`src/hw/rtl/scbe_ram.sv`:
```
`timescale 1ns / 1ps

module scbe_ram #(
  parameter int WIDTH = 32,
  parameter int DEPTH = 16,
  localparam int ADDR_W = (DEPTH > 1) ? $clog2(DEPTH) : 1
) (
  input  logic              clk,
  input  logic              we,
  input  logic [ADDR_W-1:0] waddr,
  input  logic [WIDTH-1:0]  wdata,
  input  logic [ADDR_W-1:0] raddr,
  output logic [WIDTH-1:0]  rdata
);

  logic [WIDTH-1:0] mem [DEPTH];

  always_ff @(posedge clk) begin
    if (we) begin
      mem[waddr] <= wdata;
    end
    rdata <= mem[raddr];
  end

endmodule

```
`config.mk`:
```
export PLATFORM = sky130hd
export DESIGN_NAME = scbe_ram
export DESIGN_NICKNAME = d
export VERILOG_FILES = /design/src/hw/rtl/scbe_ram.sv
export SDC_FILE = /design/constraint.sdc
export NUM_CORES = 1
export LEC_CHECK = 0
export ABC_CLOCK_PERIOD_IN_PS = 4400
export BUFFER_PORTS_ARGS = -buffer_cell sky130_fd_sc_hd__clkbuf_2
export CAP_MARGIN = 20
export CORE_MARGIN = 3
export CORE_UTILIZATION = 40
export CTS_BUF_LIST = sky130_fd_sc_hd__clkbuf_16
export DETAILED_ROUTE_END_ITERATION = 12
export HOLD_SLACK_MARGIN = 0.08
export SLEW_MARGIN = 40
export SYNTH_ARGS = -nofsm -noshare
export SYNTH_HDL_FRONTEND = slang
export SYNTH_SLANG_ARGS = --single-unit
```
`constraint.sdc`:
```
create_clock -name clk -period 4.4 [get_ports clk]
set_input_delay 0.88 -clock clk [delete_from_list [all_inputs] [get_ports clk]]
set_output_delay 0.88 -clock clk [all_outputs]
set_load 0.1 [all_outputs]
```
### Word-level counts from Yosys, hierarchy flattened

Memories as Yosys holds them, arrays and structs flattened. A register that Yosys moved wholly into a read port is not among the register bits.
Cells that the tools add are included.

* multiplexer cells: 2

Operator list (number)
* $mux 1: 2

* logic and storage cells: 3
* output and inout port bits: 32
* register bits after elaboration: 0
* memories kept: 1
* RAM bits: 512
* input port bits: 42

Memories
* mem: words 16, bits a word 32, read ports 1, clocked after memory_dff 1, write ports 1, line 16 `logic [WIDTH-1:0] mem [DEPTH];`

### Depth between registers and ports, before layout

* depth in word-level cells: 2
* depth in mapped cells: 5
* depth with buffers taken out: 3

### Least setup slack after synthesis

OpenSTA, ideal clock, no wires.

* path kind: input-to-reg
* from: in waddr[2]
* to: mem mem[0][0], enable pin
* data required time: 3.939 ns
* setup slack: 0.340 ns
* stages: 2
* arrival time: 3.598 ns
* buffers on the path: 0
* setup time: 0.461 ns
* cells stage by stage: or3b_2 nor3_1

RTL lines
* start: declaration: line 10 `input logic [ADDR_W-1:0] waddr,`
* end: declaration: line 16

No word-level cell before the write port.

### Final worst setup path

* from: reg rdata[19], read port of mem
* to: out rdata[19]

RTL lines
* start: declaration: line 13 `output logic [WIDTH-1:0] rdata`

No word-level cell between the ends.

==> run metrics <==
simple-gate portion of the synthesized area 1.27%; XOR/XNOR Fraction of Synth Area 0%; arrival time worst endpoint ~1500 ps; Finished Layout Cells ~1700; share of the synthesized area in the top cell type a little under 80%; met2 usage approximately 25%; Period Utilization, post-route a little over half; Design Area, Final 0.0231 sq mm; Setup violations, final 0; Primary FF master, synth edfxtp_1; sequential element share of the synthesized area 80.7%; status finished clean; Max-cap violations 0; Synth Instances about 840; PostCTS Resize Cnt 0; hold crit path type reg2reg; Placed Area ~0.021 sq mm; Synth Cell Area 0.0199 sq mm; share of layout cells above drive strength 1 33.4%; Critical Path Source rdata[19]$_DFF_P_; ranking of synthesized cells by area edfxtp_1 (77%), mux4_2 (15%), dfxtp_1 (3.2%), a22oi_1 (2.4%), nand2_1 (0.62%); Remaining Overflow, GRT 0; maximum clock rate around 420 MHz; crit path cell chain clkbuf_2; combinational family with the most area after synthesis multiplexers; dpl ws 1530 ps; TritonCTS Buffers 55; CTS tree done; Overall Global Routing Usage 16.3%; RR Startpoint mem[8][4]$_DFFE_PP_; M3 GR Usage under 10%; Static Leakage roughly 0.0075 uW; largest net degree at the start of global routing 45; core area roughly 0.05 sq mm; Synth Area in Adders 0%; DR WL/cell ~25 microns; hold wc startpoint mem[14][30]$_DFFE_PP_; Max stage delay on crit path around 500 ps; Starting Density 40.6%; post-route ant nets 0; DR vias/cell 5.42; postcts setup bufs 0; vias in the first global route between 9000 and 10000; Die Span Y 229 microns; # diodes 0; H-tree Lvls 2; total iterations of the first detailed-routing run 5; Compound-Gate Fraction of Synth Area 2.42%; worst-skew pair later-pin latency about 590 ps; met1 GRT Util about a quarter; fin crit period around 2400 ps; Root Buffer Master clkbuf_16; cts hold-fix bufs 0; initial antenna violation count 2; post-layout util between 40% and 50%; worst slew pin tran 848 ps; GPL Wtd Cong ~0.7; IO Port Bufs 73; most common cell in the synthesized netlist edfxtp_1; Async S/R FF share, synth 0%; Detailed Place HPWL between 20000 and 25000 microns; synth cell count leaders edfxtp_1 (512), mux4_2 (128), a22oi_1 (64); initial DRC count 912; Most Crowded Layer GR met2; Setup Skew 11.5 ps; WP buf/inv 1; worst-path maximum fanout 1; Final Hold Fails 0; DRC 0; num ports 74; Slew Limit Fails 0; via count 9042; Worst path slowest cell clkbuf_2; area leader, netlist edfxtp_1; DIE AREA around 0.052 sq mm; Site Rows 81; Critical Path End Type output pin; final net count 1001; area grow syn2layout 16.6%; synthesis warning total 0; CP Data Required Time 3520 ps; Yosys reg bits around 540; Slew headroom a little over two fifths; drt total wl ~42000 microns; Mean Syn Cell Area about 24 sq um; Max IR drop VDD between 0.2 and 0.3 mV; setup_tns 0 ps; clock sinks ~540; Max clock buf depth 3; syn nets 880; setup ws final between 2000 and 2500 ps; Unique masters post-synth 18; R2R Setup Slk 3030 ps; post-synthesis mux area share roughly 15%; worst setup path category reg2out; RSZ-0062 raised after global routing false; Pwr per Cell Area between 400 and 500 mW/mm^2; Top delay family on crit path buffers and inverters; Worst-path clk slew 60 ps; Placed Cells between 1500 and 2000; Startpoint Class register; die width around 230 microns; first-pass GRT wire length ~63000 microns; Post-synth EDFFs 512
-- per-layer routing --
layer	wire length (microns)	part of all wire, %
met2	19600	47
met5	31	0.074
met3	2600	6.2
met1	19000	45
met4	779	1.9
-- power by group --
group / switching [uW] / internal [uW]
logic: 537 / 213
clock network: 1880 / 2800
registers: 40.6 / 5790
total: 2460 / 8810
-- state kept, by name, summed over array words and instances, names as in the netlist --
register	count
rdata	32
mem	512
-- cells by family after synthesis --
logic type,after synthesis
AO/OA/AOI/OAI,64
buffers and inverters,43
AND/OR/NAND/NOR,59
flip-flops,544
multiplexers,128
-- worst paths after layout --
path | end | depth (start not counted)
setup / recovery | rdata[19] | 1
hold / removal | rdata[30]$_DFF_P_ | 3
setup reg to reg | rdata[4]$_DFF_P_ | 3
hold reg to reg | rdata[30]$_DFF_P_ | 3
-- final cells by class --
cell class,instances,area [sq um]
Timing Repair Buffer,107,709
Clock buffer,57,1430
Fill cell,3971,25800
Multi-Input combinational cell,251,3750
Tap cell,664,831
Sequential cell,544,16000
Clock inverter,46,412
-- layout by cell type (no fill, tap or decap), drive strengths merged --
cell,netlist,routed
nor2,13,13
nand2b,2,2
a22oi,64,64
mux4,128,128
clkinvlp,0,4
inv,0,13
dfxtp,32,32
nor2b,2,2
edfxtp,512,512
buf,26,35
nand3b,2,2
clkinv,0,21
nor3,4,4
nand2,33,33
or3b,1,1
nand3,1,1
and2,1,1
bufinv,0,8
clkbuf,17,129
-- per-stage QoR --
stage,total power [uW],hold slack (ps)
2_1_floorplan,6460,635
3_3_place_gp,6700,649
3_5_place_dp,6700,658
4_1_cts,11400,661
5_1_grt,11600,702
6_report,11300,661
Note: power is estimated with default switching activity, not from simulation.
