==> config.mk <==
export PLATFORM = sky130hd
export DESIGN_NAME = scbe_alu
export DESIGN_NICKNAME = d
export VERILOG_FILES = /design/src/hw/rtl/scbe_pkg.sv /design/src/hw/rtl/scbe_alu.sv
export SDC_FILE = /design/constraint.sdc
export NUM_CORES = 1
export LEC_CHECK = 0
export ABC_AREA = 1
export BUFFER_PORTS_ARGS = -buffer_cell sky130_fd_sc_hd__buf_4
export CORE_MARGIN = 2
export CORE_UTILIZATION = 30
export DETAILED_ROUTE_END_ITERATION = 6
export GPL_TIMING_DRIVEN = 0
export PLACE_DENSITY_LB_ADDON = 0.12
export SYNTH_ARGS = -nofsm -noshare
export SYNTH_HDL_FRONTEND = slang
export SYNTH_SLANG_ARGS = --single-unit
==> constraint.sdc <==
create_clock -name vclk -period 2.4
set_clock_uncertainty 0.15 [all_clocks]
set_input_delay 0.12 -clock vclk [all_inputs]
set_output_delay 0.12 -clock vclk [all_outputs]
set_load 0.005 [all_outputs]
==> src/hw/rtl/scbe_pkg.sv <==
`timescale 1ns / 1ps

package scbe_pkg;

  // Command codes.
  localparam logic [2:0] F_READ     = 3'd0;
  localparam logic [2:0] F_ADD      = 3'd1;
  localparam logic [2:0] F_SET      = 3'd2;
  localparam logic [2:0] F_TEST     = 3'd3;
  localparam logic [2:0] F_REGISTER = 3'd4;
  localparam logic [2:0] F_CHECK    = 3'd5;

  // Result status codes.
  localparam logic [1:0] ST_OK       = 2'd0;
  localparam logic [1:0] ST_BAD      = 2'd1;
  localparam logic [1:0] ST_NOTFOUND = 2'd2;
  localparam logic [1:0] ST_FULL     = 2'd3;

  // Shared arithmetic unit operations.
  localparam logic ALU_ADD = 1'b0;
  localparam logic ALU_SUB = 1'b1;

  typedef struct packed {
    logic [2:0]  func;
    logic [7:0]  counter_id;
    logic [31:0] operand_value;
    logic [31:0] event_key;
  } request_t;

  typedef struct packed {
    logic [31:0] result_value;
    logic        satisfied;
    logic [1:0]  status;
  } result_t;

  typedef struct packed {
    logic [31:0] key;
    logic [7:0]  counter_id;
    logic [31:0] threshold;
  } ev_entry_t;

  typedef struct packed {
    logic zero;
    logic reached;
  } alu_flags_t;

endpackage

==> src/hw/rtl/scbe_alu.sv <==
`timescale 1ns / 1ps

module scbe_alu
  import scbe_pkg::*;
(
  input  logic        op,
  input  logic [31:0] a,
  input  logic [31:0] b,
  output logic [31:0] y,
  output alu_flags_t  flags
);

  // One 32-bit adder serves addition, the threshold test and key comparison.
  always_comb begin
    y = a + (op == ALU_SUB ? ~b : b) + {31'd0, op == ALU_SUB};
    flags.zero    = (y == 32'd0);
    flags.reached = ~y[31];
  end

endmodule

# == Word level (Yosys, flattened, before mapping) ==
# Index checks and enable logic that the tools add are counted.
# totals
regBits,0
in_bits,65
output_inout_bits,34
# classes
n_addsub,2
muxes,1
bitwise_logic,2
reduce_logical,1
# op_table
op,n
$add A32 B1 Y32,1
$add A32 B32 Y32,1
$logic_not A32 Y1,1
$mux W32,1
$not A32 Y32,1
$not A1 Y1,1

# == Longest topological paths before layout ==
# Gate-level depths: netlist of the first run.
# logic_depth
word_depth,5
mapped_depth,20

# == Worst setup path after synthesis of the first run ==
# OpenSTA, ideal clock, no wires.
# synth_path
path_type,input-to-output
from,input op
to,output flags[1] in the netlist's numbering
arrival_ns,2.097
required_ns,2.130
setup_slack_ns,0.033
stages,19
cell_sequence,buf_2 buf_2 xnor2_1 fa_1 inv_1 nand2_1 nand2_1 nand3_1 nand2_1 nand2_1 nand2_1 nand2_1 nand2_1 nand2_1 nand2_1 nand2_1 nor2_1 nand2_1 nor2_1
# synth_rtl
item,line,rtl
start: declaration,scbe_alu.sv:6,"input logic op,"
end: declaration,scbe_alu.sv:10,output alu_flags_t flags

==> results.json, run 1 <==
{
  "synth_nets": 679,
  "setup_viol_count_final": 3,
  "grt_max_degree": 11,
  "fmax_mhz": 392,
  "min_path_cells": 4,
  "drcViolationCount": 0,
  "final_util_pct": 56.8,
  "netlist.top_cell.by_area": "nand2_1",
  "fin_cells": 854,
  "seqCellArea_um2": 0,
  "final-hold-violation-count": 0,
  "antennaDiodeCount": 0,
  "cp.arrival_ns": 2.28,
  "detail-route-antenna-nets": 0,
  "wl_um": 11500,
  "wl_per_cell_um": 13.5,
  "avgSynthCellArea_um2": 5.04,
  "rsz0062_at_grt": "true",
  "slew_viol_final": 0,
  "dp_cells": 811,
  "dp_hpwl_um": 9040,
  "leakagePower_nw": 2.82,
  "fp.dieH_um": 103,
  "start_kind": "primary input",
  "crit_slowest_cell": "fa_2",
  "cp_max_fo": 7,
  "whs_endpoint": "y[0]",
  "grt.busiest_layer": "met2",
  "hp-start": "b[0]",
  "crit_type": "in -> out",
  "tns_ns": -0.175,
  "synthesis.area_um2": 2930,
  "yosysUniqueCellTypes": 25,
  "die_w_um": 103,
  "status": "complete, but fails checks",
  "final_cell_area_um2": 5470,
  "synth_top_area_share_pct": 27.7,
  "areaGrowthSynthToFinish_pct": 87.1,
  "worst_path_most_repeated_cell": "nand2_2",
  "grt-ovfl-total": 0,
  "dieArea_um2": 10600,
  "hold_buffers": 0,
  "critPathLaunch": "op",
  "grt_pass1_vias": 3759,
  "port_buffers": 98,
  "end_kind": "primary output",
  "drive_gt1_share_pct": 50.5,
  "hold_class": "in -> out",
  "post_dp_cell_area_um2": 3830,
  "rows": 36,
  "coreArea_um2": 9640,
  "worstPathRequired_ns": 2.13,
  "worst_slack_ns": -0.151,
  "grt_usage_pct": 20.6,
  "dr.pass1.iters": 5,
  "grtUsageMet1_pct": 30.3,
  "grt_antenna_before_repair": 0,
  "routabilityCongestion": 0.893,
  "use_met3_pct": 0.203,
  "final_nets": 822,
  "yosys-top-cells-count": "nand2_1 (216), inv_1 (115), nor2_1 (52), ha_1 (33), xor2_1 (31)",
  "synth.most_common_cell": "nand2_1",
  "synthTopCellsByArea": "nand2_1 (28%), inv_1 (15%), ha_1 (14%)",
  "cap_violations": 0,
  "design.seq.count": 0,
  "start_util_pct": 30.3,
  "use_met2_pct": 35.6,
  "period_minus_slack_ns": 2.55,
  "vias": 4001,
  "drt-initial-drc-count": 127,
  "powerDensity_nw_per_um2": 390,
  "grt_pass1_wl_um": 17500,
  "finalCritPeriodShare_pct": 106,
  "place_ws_ns": -0.709,
  "slew_headroom_pct": 80.2,
  "pin_count": 99,
  "vdd_drop_max_mv": 0.148,
  "cp_slowest_stage_delay_ns": 0.38,
  "synthCells": 580,
  "synth-seq-area-share_pct": 0,
  "failed_checks": "setup timing",
  "viasPerCell": 4.69,
  "crit_path_cell_trace": "buf_16 -> buf_16 -> xnor2_4 -> fa_2 -> inv_2 -> nand2_2 -> nand2_2 -> nand3_4 -> nand2_4 -> nand2_2 -> nand2_2 -> nand2_1 -> nand2_1 -> nand3_1 -> nor2_4 -> nand3_1 -> nor2_1 -> buf_4",
  "worst_slew_pin_slew_ns": 0.295,
  "yosys_warnings": 0,
  "nClkBuffers": 0
}
per-stage QoR:
stage                     hold WS [ns]  total power (W)
after CTS                        0.422          0.00173
final                            0.434          0.00213
after global routing             0.463          0.00234
after floorplan                  0.199         0.000861
after detailed placement         0.416          0.00142
after global placement           0.418          0.00141
cell type report:
cell class                 instances  area (µm²)
buffer                             4        87.6
fill                             977        4170
timing repair buffer             141        1110
multi-input combinational        457        3670
tap                              133         166
inverter                         119         447
cells by family after synthesis:
family / count (synthesis) / share of synthesized area (%)
buf+inv: 123 / 16.0
simple gates: 344 / 50.8
xor+xnor: 34 / 10.2
fa+ha+maj: 34 / 14.8
compound gates: 45 / 8.26
cells in the final DEF, fill, tap and decap left out, drive strengths merged, types with 2 or more instances in the layout:
master	n
ha	33
o21bai	2
nand3	31
o21ai	14
nand4	8
inv	119
buf	145
nand2	226
nor2	56
nand3b	14
nor3	8
a21oi	27
xor2	31
xnor2	3
worst max-delay path: cells and delay by family:
| family | cells | cell delay (ns) |
|---|---|---|
| adder cells (fa/ha/maj) | 1 | 0.38 |
| XOR/XNOR | 1 | 0.14 |
| AND/OR/NAND/NOR | 12 | 1.13 |
| buffers and inverters | 4 | 0.49 |
routing by layer:
| layer | part of all wire [%] | vias to the layer above |
|---|---|---|
| li1 | - | 2047 |
| met1 | 47 | 1838 |
| met2 | 48 | 104 |
| met3 | 4.0 | 12 |
| met4 | 1.5 | 0 |
| met5 | 0 | - |
how the worst max path moves through the flow:
| stage | end | cells after the start | slack (ns) |
|---|---|---|---|
| after floorplan | flags[1] | 19 | 0.03 |
| after global placement | flags[1] | 20 | -0.69 |
| after detailed placement | flags[1] | 20 | -0.71 |
| after CTS | flags[1] | 19 | -0.25 |
| after global routing | flags[1] | 18 | -0.34 |
| final | flags[1] | 18 | -0.15 |
power breakdown:
part / switching [W] / internal [W]
combinational: 0.00117 / 0.000968
clock: 0 / 0
sequential: 0 / 0
what timing repair did:
action                                 in CTS  in global routing
gates resized for setup                   131                157
setup endpoints to repair                  25                 17
endpoints found under the hold margin       0                  0
setup buffers                              26                 15
cloned                                      2                  0
pin swaps                                  57                 72
(Power assumes the default switching activity.)
==> run 2, diff against run 1 <==
==> constraint.sdc (replaced) <==
create_clock -name vclk -period 2.2
set_clock_uncertainty 0.15 [all_clocks]
set_input_delay 0.11 -clock vclk [all_inputs]
set_output_delay 0.11 -clock vclk [all_outputs]
set_load 0.005 [all_outputs]
==> results.json, run 2 (synthesized netlist as in run 1, its figures left out) <==
{
  "failed_checks": "setup timing",
  "slew_headroom_pct": 75.7,
  "mostFrequentLayoutCells": "nand2_1 (158), buf_4 (115), inv_1 (109)",
  "dp_hpwl_um": 8770,
  "critical_path.top_delay_family": "simple AND/OR/NAND/NOR gates",
  "fin_cells": 836,
  "port_buffers": 98,
  "start_util_pct": 30.3,
  "hold_class": "in -> out",
  "post_dp_cell_area_um2": 3900,
  "cp_max_fo": 6,
  "cp.arrival_ns": 2.38,
  "die_w_um": 103,
  "dieArea_um2": 10600,
  "detail-route-antenna-nets": 0,
  "crit_slowest_cell": "ha_1",
  "drive_gt1_share_pct": 40.3,
  "grt_antenna_before_repair": 0,
  "status": "complete, but fails checks",
  "wl_per_cell_um": 13.0,
  "final-hold-violation-count": 0,
  "worst_slew_pin_slew_ns": 0.360,
  "finalCritPeriodShare_pct": 120,
  "powerDensity_nw_per_um2": 424,
  "seqCellArea_um2": 0,
  "areaGrowthSynthToFinish_pct": 63.2,
  "coreArea_um2": 9640,
  "drcViolationCount": 0,
  "period_minus_slack_ns": 2.64,
  "grt_pass1_vias": 3598,
  "routabilityCongestion": 0.865,
  "cap_violations": 0,
  "grt-ovfl-total": 0,
  "cp_slowest_stage_delay_ns": 0.33,
  "pin_count": 99,
  "wl_um": 10900,
  "tns_ns": -1.46,
  "vdd_drop_max_mv": 0.186,
  "drt-initial-drc-count": 177,
  "rows": 36,
  "fp.dieH_um": 103,
  "slew_viol_final": 0,
  "viasPerCell": 4.67,
  "crit_buf_inv": 4,
  "dr.pass1.iters": 4,
  "design.seq.count": 0,
  "layout_commonest_cell": "nand2_1",
  "final_cell_area_um2": 4770,
  "worst_path_most_repeated_cell": "nand2_2",
  "fmax_mhz": 379,
  "start_kind": "primary input",
  "grt_max_degree": 11,
  "nClkBuffers": 0,
  "rsz0062_at_grt": "true",
  "crit_path_cell_trace": "buf_12 -> buf_12 -> xor2_1 -> ha_1 -> buf_6 -> nand2_4 -> nand2_4 -> nand2_2 -> nand2_2 -> nand3b_1 -> nand2_1 -> nand3b_1 -> nand2_2 -> nand3_4 -> nor2_2 -> nand3_1 -> nor2_1 -> buf_4",
  "final_nets": 804,
  "leakagePower_nw": 2.61,
  "antennaDiodeCount": 0,
  "grt_usage_pct": 19.3,
  "worstPathRequired_ns": 1.94,
  "grt_pass1_wl_um": 16500,
  "vias": 3902,
  "fill_cells": 1070,
  "crit_type": "in -> out",
  "end_kind": "primary output",
  "worst_slack_ns": -0.441,
  "setup_viol_count_final": 18,
  "dp_cells": 811
}
-- run 2: timing repair --
item,4_1_cts,5_1_grt
setup buffers,23,1
hold buffers,0,0
pin swaps,39,41
resized for setup,93,79
cloned,0,1
setup endpoints to repair,24,24
-- run 2: final timing paths --
kind | from | endpoint | slack [ns] | cells after the start
worst max-delay path | op | flags[1] | -0.44 | 18
worst min-delay path | b[0] | y[0] | 0.40 | 4
-- run 2: power breakdown --
group / switching [W] / leakage (nW) / internal [W]
logic: 0.00114 / 2.61 / 0.000890
clock network: 0 / 0 / 0
registers: 0 / 0 / 0
total: 0.00114 / 2.61 / 0.000890
-- run 2: metal layers --
layer  up-vias  part of all wire (%)  track usage, %
met5         -                     0               0
li1       2020                     -               -
met3         6                   4.6            1.02
met2        93                    46            32.0
met1      1783                    49            28.7
met4         0                  0.52            1.92
-- run 2: area by class of cell --
type	instances	area, µm²	share of cell area [%]
plain buffers	4	80.1	1.68
repair buffers	123	967	20.3
well taps	133	166	3.49
inverters	119	449	9.41
multi-input cells	457	3110	65.2
-- run 2: per-stage QoR --
step,utilization [%],total power (W),setup slack (ns),hold WS (ns)
6_report,49.5,0.00203,-0.441,0.397
5_1_grt,49.5,0.00223,-0.591,0.432
4_1_cts,45.9,0.00184,-0.427,0.406
3_5_place_dp,40.4,0.00157,-0.674,0.403
3_3_place_gp,40.4,0.00156,-0.719,0.394
2_1_floorplan,-,0.000966,0.00308,0.179
-- run 2: tightest hold or removal path, stage by stage --
cell	delay (ns)
buf_4	0.10
xnor2_1	0.08
inv_1	0.06
buf_4	0.10
==> run 3, diff against run 2 <==
--- a/config.mk
+++ b/config.mk
@@ -8,7 +8,7 @@
 export ABC_AREA = 1
 export BUFFER_PORTS_ARGS = -buffer_cell sky130_fd_sc_hd__buf_4
 export CORE_MARGIN = 2
-export CORE_UTILIZATION = 30
+export CORE_UTILIZATION = 35
 export DETAILED_ROUTE_END_ITERATION = 6
 export GPL_TIMING_DRIVEN = 0
 export PLACE_DENSITY_LB_ADDON = 0.12
==> results.json, run 3 (synthesized netlist as in run 1, its figures left out) <==
{
  "status": "complete, but fails checks",
  "failed_checks": "setup timing",
  "cp.arrival_ns": 2.38,
  "fp.dieH_um": 95.4,
  "worstPathRequired_ns": 1.94,
  "dp_cells": 783,
  "setup_viol_count_final": 18,
  "place_ws_ns": -0.627,
  "hold_slack_ns": 0.391,
  "vias": 4067,
  "areaGrowthSynthToFinish_pct": 82.1,
  "seqCellArea_um2": 0,
  "fmax_mhz": 379,
  "finalCritPeriodShare_pct": 120,
  "start_util_pct": 35.8,
  "drive_gt1_share_pct": 51.7,
  "detail-route-antenna-nets": 0,
  "routabilityCongestion": 0.905,
  "pwr-share-clk_pct": 0,
  "start_kind": "primary input",
  "wl_um": 11400,
  "leakagePower_nw": 2.78,
  "grt-ovfl-total": 0,
  "nClkBuffers": 0,
  "hold_buffers": 0,
  "layout_commonest_cell": "buf_4",
  "cap_violations": 0,
  "grt_usage_pct": 22.3,
  "combPwrFrac_pct": 100.0,
  "slew_headroom_pct": 79.3,
  "rows": 33,
  "drcViolationCount": 0,
  "fill_cells": 781,
  "internal-power_w": 0.00104,
  "rsz0062_at_grt": "true",
  "power_w": 0.00231,
  "dr.pass1.iters": 5,
  "cp_max_fo": 8,
  "vdd_drop_max_mv": 0.196,
  "viasPerCell": 4.92,
  "grt_pass1_wl_um": 16100,
  "hold_class": "in -> out",
  "antennaDiodeCount": 0,
  "grt_antenna_before_repair": 0,
  "p_sw_share_pct": 55.1,
  "final_nets": 822,
  "pin_count": 99,
  "die_w_um": 95.4,
  "design.seq.count": 0,
  "worst_slack_ns": -0.437,
  "wl_per_cell_um": 13.8,
  "crit_slowest_cell": "ha_1",
  "drt-initial-drc-count": 158,
  "critical_path.top_delay_family": "simple AND/OR/NAND/NOR gates",
  "worst_slew_pin_slew_ns": 0.308,
  "crit_path_cell_trace": "buf_12 -> buf_12 -> xor2_1 -> ha_1 -> buf_6 -> nand2_8 -> inv_4 -> a21oi_4 -> nand2_4 -> nand2_4 -> nand3b_1 -> nand2_2 -> nand2_1 -> nor2_1 -> nand2_1 -> nor2_4 -> nand3_2 -> nor2_2 -> buf_4",
  "cp_slowest_stage_delay_ns": 0.33,
  "grt_pass1_vias": 3504,
  "period_minus_slack_ns": 2.64,
  "powerDensity_nw_per_um2": 433,
  "grt_max_degree": 11,
  "dieArea_um2": 9100,
  "coreArea_um2": 8180,
  "port_buffers": 98,
  "seq_power_share_pct": 0,
  "post_dp_cell_area_um2": 3860,
  "mostFrequentLayoutCells": "buf_4 (128), nand2_1 (126), inv_1 (99)",
  "crit_buf_inv": 5,
  "dp_hpwl_um": 8490,
  "crit_type": "in -> out",
  "slew_viol_final": 0,
  "final-hold-violation-count": 0,
  "end_kind": "primary output",
  "fin_cells": 826,
  "final_cell_area_um2": 5330,
  "power_switching_w": 0.00127
}
-- run 3: stage by stage --
step	setup TNS [ns]	utilization (%)
2_1_floorplan	0	-
3_3_place_gp	-3.51	47.3
3_5_place_dp	-3.57	47.3
4_1_cts	-2.20	54.4
5_1_grt	-4.35	65.2
6_report	-1.99	65.2
-- run 3: final timing paths --
path              cells after the start  slack, ns       end  start
hold / removal                        4       0.39      y[0]   b[0]
setup / recovery                     19      -0.44  flags[1]     op
-- run 3: cell type report --
class | instances | area [µm²] | area share (%)
buffer | 4 | 80.1 | 1.50
inverter | 119 | 454 | 8.53
multi-input combinational | 457 | 3500 | 65.8
tap | 105 | 131 | 2.47
timing repair buffer | 141 | 1160 | 21.7
-- run 3: timing repair --
item	in CTS	in global routing
gates cloned	2	1
pin swaps	61	89
setup buffers	28	13
resized for setup	91	183
setup endpoints to repair	23	25
-- run 3: worst min-delay path, stage by stage --
cell and delay [ns]:
buf_4 0.09, xnor2_1 0.07, inv_1 0.06, buf_4 0.10
-- run 3: power by group through the flow --
stage	combinational (W)	sequential (W)	clock [W]
2_1_floorplan	0.000966	0	0
3_3_place_gp	0.00155	0	0
3_5_place_dp	0.00156	0	0
4_1_cts	0.00185	0	0
5_1_grt	0.00251	0	0
6_report	0.00231	0	0
-- run 3: per-layer routing --
metal / vias up / part of all wire [%] / GRT usage (%) / routed length, µm
met5: - / 0 / 0 / 0
met4: 0 / 1.8 / 4.29 / 207
met3: 11 / 4.5 / 0.316 / 511
met2: 120 / 47 / 37.4 / 5360
met1: 1882 / 47 / 32.1 / 5350
li1: 2054 / - / - / -
